## config.mk

```make
export PLATFORM = sky130hd
export DESIGN_NAME = uer_seq
export DESIGN_NICKNAME = d
export VERILOG_FILES = /design/src/hw/rtl/uer_pkg.sv /design/src/hw/rtl/uer_seq.sv
export SDC_FILE = /design/constraint.sdc
export NUM_CORES = 1
export LEC_CHECK = 0
export ABC_AREA = 1
export BUFFER_PORTS_ARGS = -buffer_cell sky130_fd_sc_hd__buf_2
export CAP_MARGIN = 25
export CORE_MARGIN = 4
export CORE_UTILIZATION = 60
export CTS_BUF_LIST = sky130_fd_sc_hd__clkbuf_16
export DETAILED_ROUTE_END_ITERATION = 10
export PLACE_DENSITY = 0.86
export SLEW_MARGIN = 0
export SYNTH_ARGS = -nofsm -noshare
export SYNTH_HDL_FRONTEND = slang
export SYNTH_SLANG_ARGS = --single-unit
```

## constraint.sdc

```tcl
create_clock -name clk -period 12.5 [get_ports clk]
set_clock_uncertainty 0.15 [all_clocks]
set_input_delay 1.875 -clock clk [delete_from_list [all_inputs] [get_ports clk]]
set_output_delay 1.875 -clock clk [all_outputs]
set_load 0.05 [all_outputs]
```

## src/hw/rtl/uer_pkg.sv

```systemverilog
`timescale 1ns / 1ps

package uer_pkg;

    localparam int TIMEOUT_W  = 20;
    localparam int TRIG_W     = 8;
    localparam int SCALE_W    = 16;
    localparam int ECHO_W     = 20;
    localparam int DIST_W     = 15;
    localparam int CFG_DATA_W = 20;
    localparam int CFG_IDX_W  = 2;

    localparam logic [TIMEOUT_W-1:0] TIMEOUT_RST    = 20'd1000000;
    localparam logic [TRIG_W-1:0]    TRIG_WIDTH_RST = 8'd10;
    localparam logic [TRIG_W-1:0]    PRELOW_RST     = 8'd2;
    localparam logic [SCALE_W-1:0]   SCALE_RST      = 16'd2252;
    localparam logic [DIST_W-1:0]    DIST_MAX       = 15'h7FFF;

    typedef enum logic [CFG_IDX_W-1:0] {
        CFG_TIMEOUT    = 2'd0,
        CFG_TRIG_WIDTH = 2'd1,
        CFG_PRELOW     = 2'd2,
        CFG_SCALE      = 2'd3
    } uer_cfg_idx_t;

    typedef enum logic [2:0] {
        PH_IDLE    = 3'd0,
        PH_PRELOW  = 3'd1,
        PH_TRIG    = 3'd2,
        PH_WAIT    = 3'd3,
        PH_MEASURE = 3'd4
    } uer_phase_t;

    typedef struct packed {
        logic [TIMEOUT_W-1:0] timeout_us;
        logic [TRIG_W-1:0]    trigger_width_us;
        logic [TRIG_W-1:0]    prelow_us;
    } uer_cfg_t;

    typedef struct packed {
        logic trigger_out;
        logic busy;
        logic done;
        logic timed_out;
    } uer_flags_t;

endpackage

```

## src/hw/rtl/uer_seq.sv

```systemverilog
`timescale 1ns / 1ps

module uer_seq
    import uer_pkg::*;
#(
    parameter int COUNT_WIDTH = 20
) (
    input  logic                   clk,
    input  logic                   rst_n,
    input  logic                   load,
    input  logic                   start_request,
    input  logic                   echo_level,
    input  uer_cfg_t               cfg,
    output uer_flags_t             flags,
    output logic [COUNT_WIDTH-1:0] width
);

    localparam int CMP_W = (COUNT_WIDTH > TIMEOUT_W) ? COUNT_WIDTH : TIMEOUT_W;

    uer_phase_t             phase_reg, phase_next;
    logic [TRIG_W-1:0]      trig_cnt_reg, trig_cnt_next;
    logic [COUNT_WIDTH-1:0] elapsed_reg, elapsed_next;
    logic [COUNT_WIDTH-1:0] pulse_reg, pulse_next;
    uer_flags_t             flags_reg, flags_next;
    logic [COUNT_WIDTH-1:0] width_reg, width_next;
    logic                   limit_hit;

    always_ff @(posedge clk or negedge rst_n)
    begin
        if (!rst_n)
        begin
            phase_reg    <= PH_IDLE;
            trig_cnt_reg <= '0;
            elapsed_reg  <= '0;
            pulse_reg    <= '0;
        end
        else if (load)
        begin
            phase_reg    <= phase_next;
            trig_cnt_reg <= trig_cnt_next;
            elapsed_reg  <= elapsed_next;
            pulse_reg    <= pulse_next;
        end
    end

    always_ff @(posedge clk)
    begin
        if (load)
        begin
            flags_reg <= flags_next;
            width_reg <= width_next;
        end
    end

    always_comb
    begin
        phase_next    = phase_reg;
        trig_cnt_next = trig_cnt_reg;
        elapsed_next  = elapsed_reg;
        pulse_next    = pulse_reg;
        flags_next    = '0;
        width_next    = '0;
        limit_hit     = 1'b0;

        case (phase_reg)
            PH_IDLE, PH_PRELOW, PH_TRIG, PH_WAIT, PH_MEASURE: ;
            default: phase_next = PH_IDLE;
        endcase

        // Finished phases fall through within the same beat.
        if (phase_next == PH_IDLE && start_request)
        begin
            phase_next    = PH_PRELOW;
            trig_cnt_next = '0;
        end

        if (phase_next == PH_PRELOW)
        begin
            if (trig_cnt_next < cfg.prelow_us)
                trig_cnt_next = trig_cnt_next + 1'b1;
            else
            begin
                phase_next    = PH_TRIG;
                trig_cnt_next = '0;
            end
        end

        if (phase_next == PH_TRIG)
        begin
            if (trig_cnt_next < cfg.trigger_width_us)
            begin
                flags_next.trigger_out = 1'b1;
                trig_cnt_next          = trig_cnt_next + 1'b1;
            end
            else
            begin
                phase_next   = PH_WAIT;
                elapsed_next = '0;
                pulse_next   = '0;
            end
        end

        if (phase_next == PH_WAIT)
        begin
            // Test the limit before this beat's tick is counted.
            limit_hit = (CMP_W'(elapsed_next) >= CMP_W'(cfg.timeout_us))
                     || (&elapsed_next);
            if (echo_level)
                phase_next = PH_MEASURE;
            else if (limit_hit)
            begin
                phase_next           = PH_IDLE;
                flags_next.done      = 1'b1;
                flags_next.timed_out = 1'b1;
            end
            else
                elapsed_next = elapsed_next + 1'b1;
        end

        if (phase_next == PH_MEASURE && !flags_next.done)
        begin
            limit_hit = (CMP_W'(elapsed_next) >= CMP_W'(cfg.timeout_us))
                     || (&elapsed_next);
            if (echo_level)
            begin
                if (limit_hit)
                begin
                    phase_next           = PH_IDLE;
                    flags_next.done      = 1'b1;
                    flags_next.timed_out = 1'b1;
                end
                else
                begin
                    elapsed_next = elapsed_next + 1'b1;
                    pulse_next   = pulse_next + 1'b1;
                end
            end
            else
            begin
                phase_next      = PH_IDLE;
                flags_next.done = 1'b1;
                width_next      = pulse_next;
            end
        end

        flags_next.busy = (phase_next != PH_IDLE);
    end

    assign flags = flags_reg;
    assign width = width_reg;

endmodule

```

==> impl_metrics.csv, run 1 <==
group,metric,value,unit
outcome,status,"complete, no violations",
routing,wl_per_cell,15.04,microns
yosys,yosysSeqAreaShare,30.08,%
worst_setup_path,critPathKind,"input pin to flip-flop",
cts,clock_path_buffers,2,
yosys,yosysTopAreaCell,"dfrtp_1",
finish,multi_input_area,3815,sq um
routing,viasPerCell,5.599,
yosys,synthFlopType,"dfrtp_1",
yosys,netlist_top_cells_area,"dfrtp_1 (19%), nand2_1 (12%), ha_1 (11%), edfxtp_1 (11%), inv_1 (9.0%)",
flow_run,maxCapViolCount,0,
hold_path,min_path_type,"flip-flop to flip-flop",
power_and_ir_drop,ir_worst_vdd,118.3,uV
cts,clkSinkCount,75,
routing,ant_nets,0,
worst_setup_path,critPathMaxStageDelay,0.68,ns
worst_setup_path,cp_data_arrival_time,11.39,ns
floorplan,boundaryPins,65,
worst_setup_path,critPathLaunchType,"input pin",
worst_setup_path,crit_slowest_cell,"a2111oi_0",
cts,path_clk_slew,0.06,ns
cts,post_cts_buffers,0,
global_route,grt-ovfl-total,0,
routing,drt_iter0_drc,624,
yosys,yosys_warnings,0,
finish,diodes,0,
power_and_ir_drop,p_leak,0.003805,uW
timing,final.min_clock_period,11.32,ns
timing,finalCritPeriodShare,90.57,%
timing,tns,0,ns
worst_setup_path,required,12.57,ns
timing,rsz0062_at_grt,"no",
global_route,antenna_found_initial,0,
routing,first_pass_iters,7,
routing,drc,0,
cts,htreeDepth,3,
finish,layout-drive-gt1-share,15.47,%
placed_design,routabilityCongestion,1.015,
yosys,synth-seq-cells,75,
timing,worst_hold_slack,0.3399,ns
yosys,syn_area,6639,sq um
hold_path,holdPathEnd,"elapsed_reg[19]$_DFFE_PN0P_",
timing,maxSlewViolCount,0,
yosys,ys_async_sr_fraction,68.00,%
worst_setup_path,end_kind,"flip-flop",
yosys,synth.net_count,1014,
timing,relSlewSlack,42.41,%
finish,register_area,1997,sq um
timing,timing.final.hold_violations,0,
yosys,synth_cell_types,46,
timing,setup_viol,0,
hold_path,min_from,"elapsed_reg[19]$_DFFE_PN0P_",
finish,final-instance-count-excl-fill,1116,
yosys,ys_top_cells_by_count,"nand2_1 (221), inv_1 (159), nor2_1 (78), nand3_1 (73), ha_1 (59)",
floorplan,dieArea,12810,sq um
global_route,groute.usage.overall,27.32,%
cts,hold_buffers,0,
routing,routed_wl,16.78,mm
finish,layout.nets,1071,
worst_setup_path,cp-startpoint,"start_request",
yosys,synth_top_area_share,19.22,%
yosys,synth_edf_count,24,
cts,cts_tree,"built",
worst_setup_path,worst-r2r-cell-count,52,
finish,syn_to_final_growth,9.480,%
floorplan,num_rows,38,
timing,clock.fmax,0.08833,GHz
floorplan,fp.dieH,113.2,microns
cts,root_buffer,"clkbuf_16",
floorplan,die_x,113.2,microns
placed_design,pre_cts_ws,1.383,ns
power_and_ir_drop,power_density,118.9,nW/um^2
cts,post_cts_resized,0,
cts,cts_buffers,9,
global_route,grt_pass1_wl,28.40,mm
placed_design,place_area,6975,sq um
routing,vias,6249,
global_route,grt_max_degree,69,
worst_setup_path,r2r-end,"pulse_reg[6]$_DFFE_PN0P_",
cts,clk_latency,0.35,ns
timing,worst-slew-pin-transition,0.8420,ns
placed_design,dp_hpwl,12.24,mm
yosys,synth.most_common_cell,"nand2_1",
timing,fin_ws,1.179,ns
floorplan,design.core.area,10840,sq um
finish,stdcell_area,7268,sq um
yosys,avgSynthCellArea,7.264,sq um
placed_design,port_buffers,64,
worst_setup_path,critPathMaxFanout,32,
hold_path,whs_path_depth,2,
worst_setup_path,r2r_slack,2.05,ns
placed_design,dp_cells,1100,
floorplan,initial_core_util,61.24,%
global_route,grt_pass1_vias,6060,
yosys,syn_inst,914,
finish,fillCellCount,922,
worst_setup_path,r2r-start,"phase_reg[0]$_DFFE_PN0P_",
[power by group]
part / internal (uW) / switching [uW]
Combinational: 102 / 204
Sequential: 279 / 16.7
Clock: 154 / 110
[cell families (layout without fill, tap and decap cells)]
kind of cell               after synthesis  after routing  share of synthesized area, %
AOI/OAI and AO/OA                       74             74                         6.483
DFF                                     75             75                         30.08
xor gates and xnor gates                31             31                         4.316
buffers and inverters                  185            247                         12.46
and+or+nand+nor                        490            490                         35.55
adders and majority gates               59             59                         11.12
[critical path: cells and delay by family]
kind,cells,cell delay (ns)
XOR/XNOR,1,0.16
AO/OA/AOI/OAI,20,4.20
adder cells (fa/ha/maj),4,1.09
AND/OR/NAND/NOR,21,3.13
buffers and inverters,6,0.88
[metal layers]
| metal | global-route usage [%] | wire length [microns] | vias to the layer above |
|---|---|---|---|
| met4 | 12.74 | 654 | 0 |
| met1 | 34.45 | 6878 | 2858 |
| met5 | 0 | 0 | - |
| met3 | 4.545 | 1193 | 61 |
| met2 | 45.77 | 8058 | 277 |
| li1 | - | - | 3053 |
[layout make-up]
class / instances / share of cell area, %
Clock inverter: 7 / 0.9296
Clock buffer: 9 / 3.099
Multi-Input combinational cell: 654 / 52.49
Inverter: 164 / 8.607
Tap cell: 140 / 2.410
Timing Repair Buffer: 67 / 4.992
Sequential cell: 75 / 27.47
[cells in the final DEF (no fill, tap or decap), types with 5 or more instances in the layout]
master and n:
dfrtp_1 51, nor2_4 7, nor3_1 24, nand2_1 221, edfxtp_1 24, buf_2 64
nand4_1 25, o21ai_1 8, inv_1 160, clkbuf_16 9, nor4_1 6, nand2_4 7
ha_1 59, nand2_2 16, a21oi_1 17, nand3_2 9, nor2_2 16, nand3_1 73
xor2_1 25, nor2_1 78, o21ai_0 27, a211oi_1 5
[metrics by stage]
step                      util, %  total power (uW)
after floorplan                 -             527.4
after global placement      64.09             590.4
after detailed placement    64.35             597.7
after CTS                   67.05             862.8
after global routing        67.05             926.8
final                       67.05             864.3
[worst max-delay path by stage]
stage | end | slack, ns | cells past startpoint
global route | pulse_reg[16]$_DFFE_PN0P_ | 0.48 | 54
global placement | pulse_reg[7]$_DFFE_PN0P_ | 1.84 | 52
finish | pulse_reg[6]$_DFFE_PN0P_ | 1.18 | 52
detailed placement | pulse_reg[6]$_DFFE_PN0P_ | 1.38 | 52
floorplan | pulse_reg[7]$_DFFE_PN0P_ | 3.14 | 53
CTS | pulse_reg[6]$_DFFE_PN0P_ | 1.46 | 52
No activity file was read; power rests on OpenSTA's default activity.
==> inputs of run 2 (changes only) <==
- CORE_UTILIZATION: 60 -> 55
- GPL_TIMING_DRIVEN: unset -> 0
- HOLD_SLACK_MARGIN: unset -> 0.02
- PLACE_DENSITY: 0.86 -> 0.83
- clock period: 12.5 -> 9.3 ns (I/O delays scaled with it)
==> run 2 against run 1 <==
Against the previous run:
- the flow now finishes with violations (setup timing)
- largest power group unchanged
- final cell count grew 5.8%
- critical endpoint is now elapsed_reg[16]$_DFFE_PN0P_
- die area grew 8.4%
- via count grew 12%
- clock-buffer cell count is the same
- flip-flop and latch count is the same
==> impl_metrics.csv, run 2 (same netlist as run 1, synthesis figures left out) <==
group,metric,value,unit
global_route,antenna_found_initial,0,
finish,layout.nets,1133,
cts,cts_tree,"built",
global_route,grt_pass1_vias,6270,
timing,setup_viol,22,
worst_setup_path,cpMostUsedCell,"a21oi_2",
floorplan,initial_core_util,57.16,%
finish,register_area,1997,sq um
finish,diodes,0,
cts,root_buffer,"clkbuf_16",
global_route,grt_max_degree,29,
floorplan,num_rows,39,
worst_setup_path,critPathMaxStageDelay,0.35,ns
placed_design,dp_hpwl,12.59,mm
power_and_ir_drop,finalPower,1340,uW
routing,drt_iter0_drc,902,
routing,routed_wl,21.01,mm
power_and_ir_drop,share_comb_of_total_power,42.2,%
power_and_ir_drop,p_leak,0.004236,uW
timing,final.min_clock_period,9.472,ns
floorplan,boundaryPins,65,
routing,first_pass_iters,8,
cts,htreeDepth,3,
cts,cts_buffers,9,
placed_design,routabilityCongestion,0.9639,
timing,maxSlewViolCount,0,
power_and_ir_drop,clock_power_share,27.8,%
finish,layout_common_cells,"nand2_1 (195), inv_1 (153), buf_2 (65)",
floorplan,die_x,117.9,microns
global_route,grt-ovfl-total,0,
timing,worst_hold_slack,0.3374,ns
timing,finalCritPeriodShare,101.9,%
hold_path,min_path_type,"flip-flop to flip-flop",
timing,clock.fmax,0.1056,GHz
finish,fillCellCount,799,
timing,relSlewSlack,56.96,%
routing,drc,0,
worst_setup_path,critPathKind,"input pin to flip-flop",
outcome,violations,"setup timing",
timing,fin_ws,-0.1724,ns
finish,syn_to_final_growth,27.74,%
worst_setup_path,crit_slowest_cell,"a211oi_4",
cts,hold_buffers,0,
power_and_ir_drop,seq_power_share,30.0,%
timing,rsz0062_at_grt,"yes",
outcome,status,"finished with violations",
worst_setup_path,critPathMaxFanout,8,
power_and_ir_drop,power_density,158.0,nW/um^2
cts,clkSinkCount,75,
global_route,groute.usage.overall,25.14,%
routing,vias,7015,
routing,wl_per_cell,17.79,microns
power_and_ir_drop,ir_worst_vdd,173.8,uV
cts,clock_path_buffers,2,
routing,ant_nets,0,
power_and_ir_drop,intPower,797.6,uW
worst_setup_path,cp_data_arrival_time,9.60,ns
power_and_ir_drop,switching_power,542.7,uW
global_route,grt_pass1_wl,29.16,mm
placed_design,port_buffers,64,
worst_setup_path,critPathLaunchType,"input pin",
timing,worst-slew-pin-transition,0.6456,ns
routing,viasPerCell,5.940,
finish,multi_input_area,4399,sq um
floorplan,design.core.area,11610,sq um
timing,timing.final.hold_violations,0,
worst_setup_path,end_kind,"flip-flop",
floorplan,dieArea,13890,sq um
finish,final_common_cell,"nand2_1",
flow_run,maxCapViolCount,0,
floorplan,fp.dieH,117.9,microns
worst_setup_path,required,9.43,ns
cts,clk_latency,0.34,ns
power_and_ir_drop,swShare,40.49,%
finish,layout-drive-gt1-share,29.00,%
cts,path_clk_slew,0.06,ns
run 2: changes by cell type in the layout (fill, tap and decap cells not counted), sizes merged:
cell | previous run | this run
nor2 | 101 | 102
clkbuf | 9 | 22
buf | 67 | 114
nand3 | 86 | 87
clkinv | 3 | 1
clkinvlp | 1 | 3
run 2: cell type report:
class / count / share of cell area [%]
plain buffers: 21 / 2.729
clock buffers: 9 / 2.656
clock inverters: 7 / 0.9737
inverters: 164 / 7.569
multi-input cells: 656 / 51.87
flip-flops and latches: 75 / 23.55
well taps: 143 / 2.110
repair buffers: 106 / 8.542
run 2: worst paths after layout:
check	startpoint	endpoint	slack, ns	cells past startpoint
worst min register to register	elapsed_reg[19]$_DFFE_PN0P_	elapsed_reg[19]$_DFFE_PN0P_	0.34	2
worst max register to register	phase_reg[0]$_DFFE_PN0P_	elapsed_reg[16]$_DFFE_PN0P_	0.08	59
worst max-delay path	start_request	elapsed_reg[16]$_DFFE_PN0P_	-0.17	59
worst min-delay path	elapsed_reg[19]$_DFFE_PN0P_	elapsed_reg[19]$_DFFE_PN0P_	0.34	2
min in group asynchronous	rst_n	pulse_reg[14]$_DFFE_PN0P_	0.92	1
max in group asynchronous	rst_n	elapsed_reg[4]$_DFFE_PN0P_	7.49	2
run 2: through the flow:
stage	instances	worst slack (ns)	cell area, sq um	setup TNS, ns	utilization (%)
after floorplan	914	0.4182	6639	0	-
after global placement	1121	-1.813	7138	-74.13	61.46
after detailed placement	1122	-1.832	7158	-74.83	61.64
after CTS	1148	0.007245	7657	0	65.93
after global routing	1181	-0.6478	8481	-21.03	73.02
final	1181	-0.1724	8481	-1.157	73.02
run 2: critical path: cells and delay by family:
family | cells | cell delay, ns
compound gates | 20 | 3.21
simple gates | 22 | 2.40
fa+ha+maj | 4 | 0.85
buf+inv | 13 | 1.69
run 2: power by group through the flow:
stage | sequential [uW] | combinational [uW] | clock (uW)
global route | 404 | 619 | 385
floorplan | 420 | 289 | 0
CTS | 396 | 427 | 368
finish | 402 | 566 | 373
global placement | 401 | 393 | 0
detailed placement | 401 | 405 | 0
run 2: per-layer routing:
| layer | wire, microns | GRT usage (%) | vias to the layer above |
|---|---|---|---|
| met3 | 2032 | 4.373 | 141 |
| met1 | 7755 | 31.57 | 3232 |
| met5 | 0 | 0 | - |
| li1 | - | - | 3182 |
| met4 | 1178 | 8.425 | 0 |
| met2 | 10050 | 43.73 | 460 |
run 2: timing repair:
| action | 4_1_cts | 5_1_grt |
|---|---|---|
| pin swaps | 9 | 55 |
| endpoints found under the setup margin | 44 | 44 |
| gates cloned | 1 | 2 |
| gates resized for setup | 26 | 121 |
| endpoints found under the hold margin | 0 | 0 |
| buffers inserted | 9 | 31 |
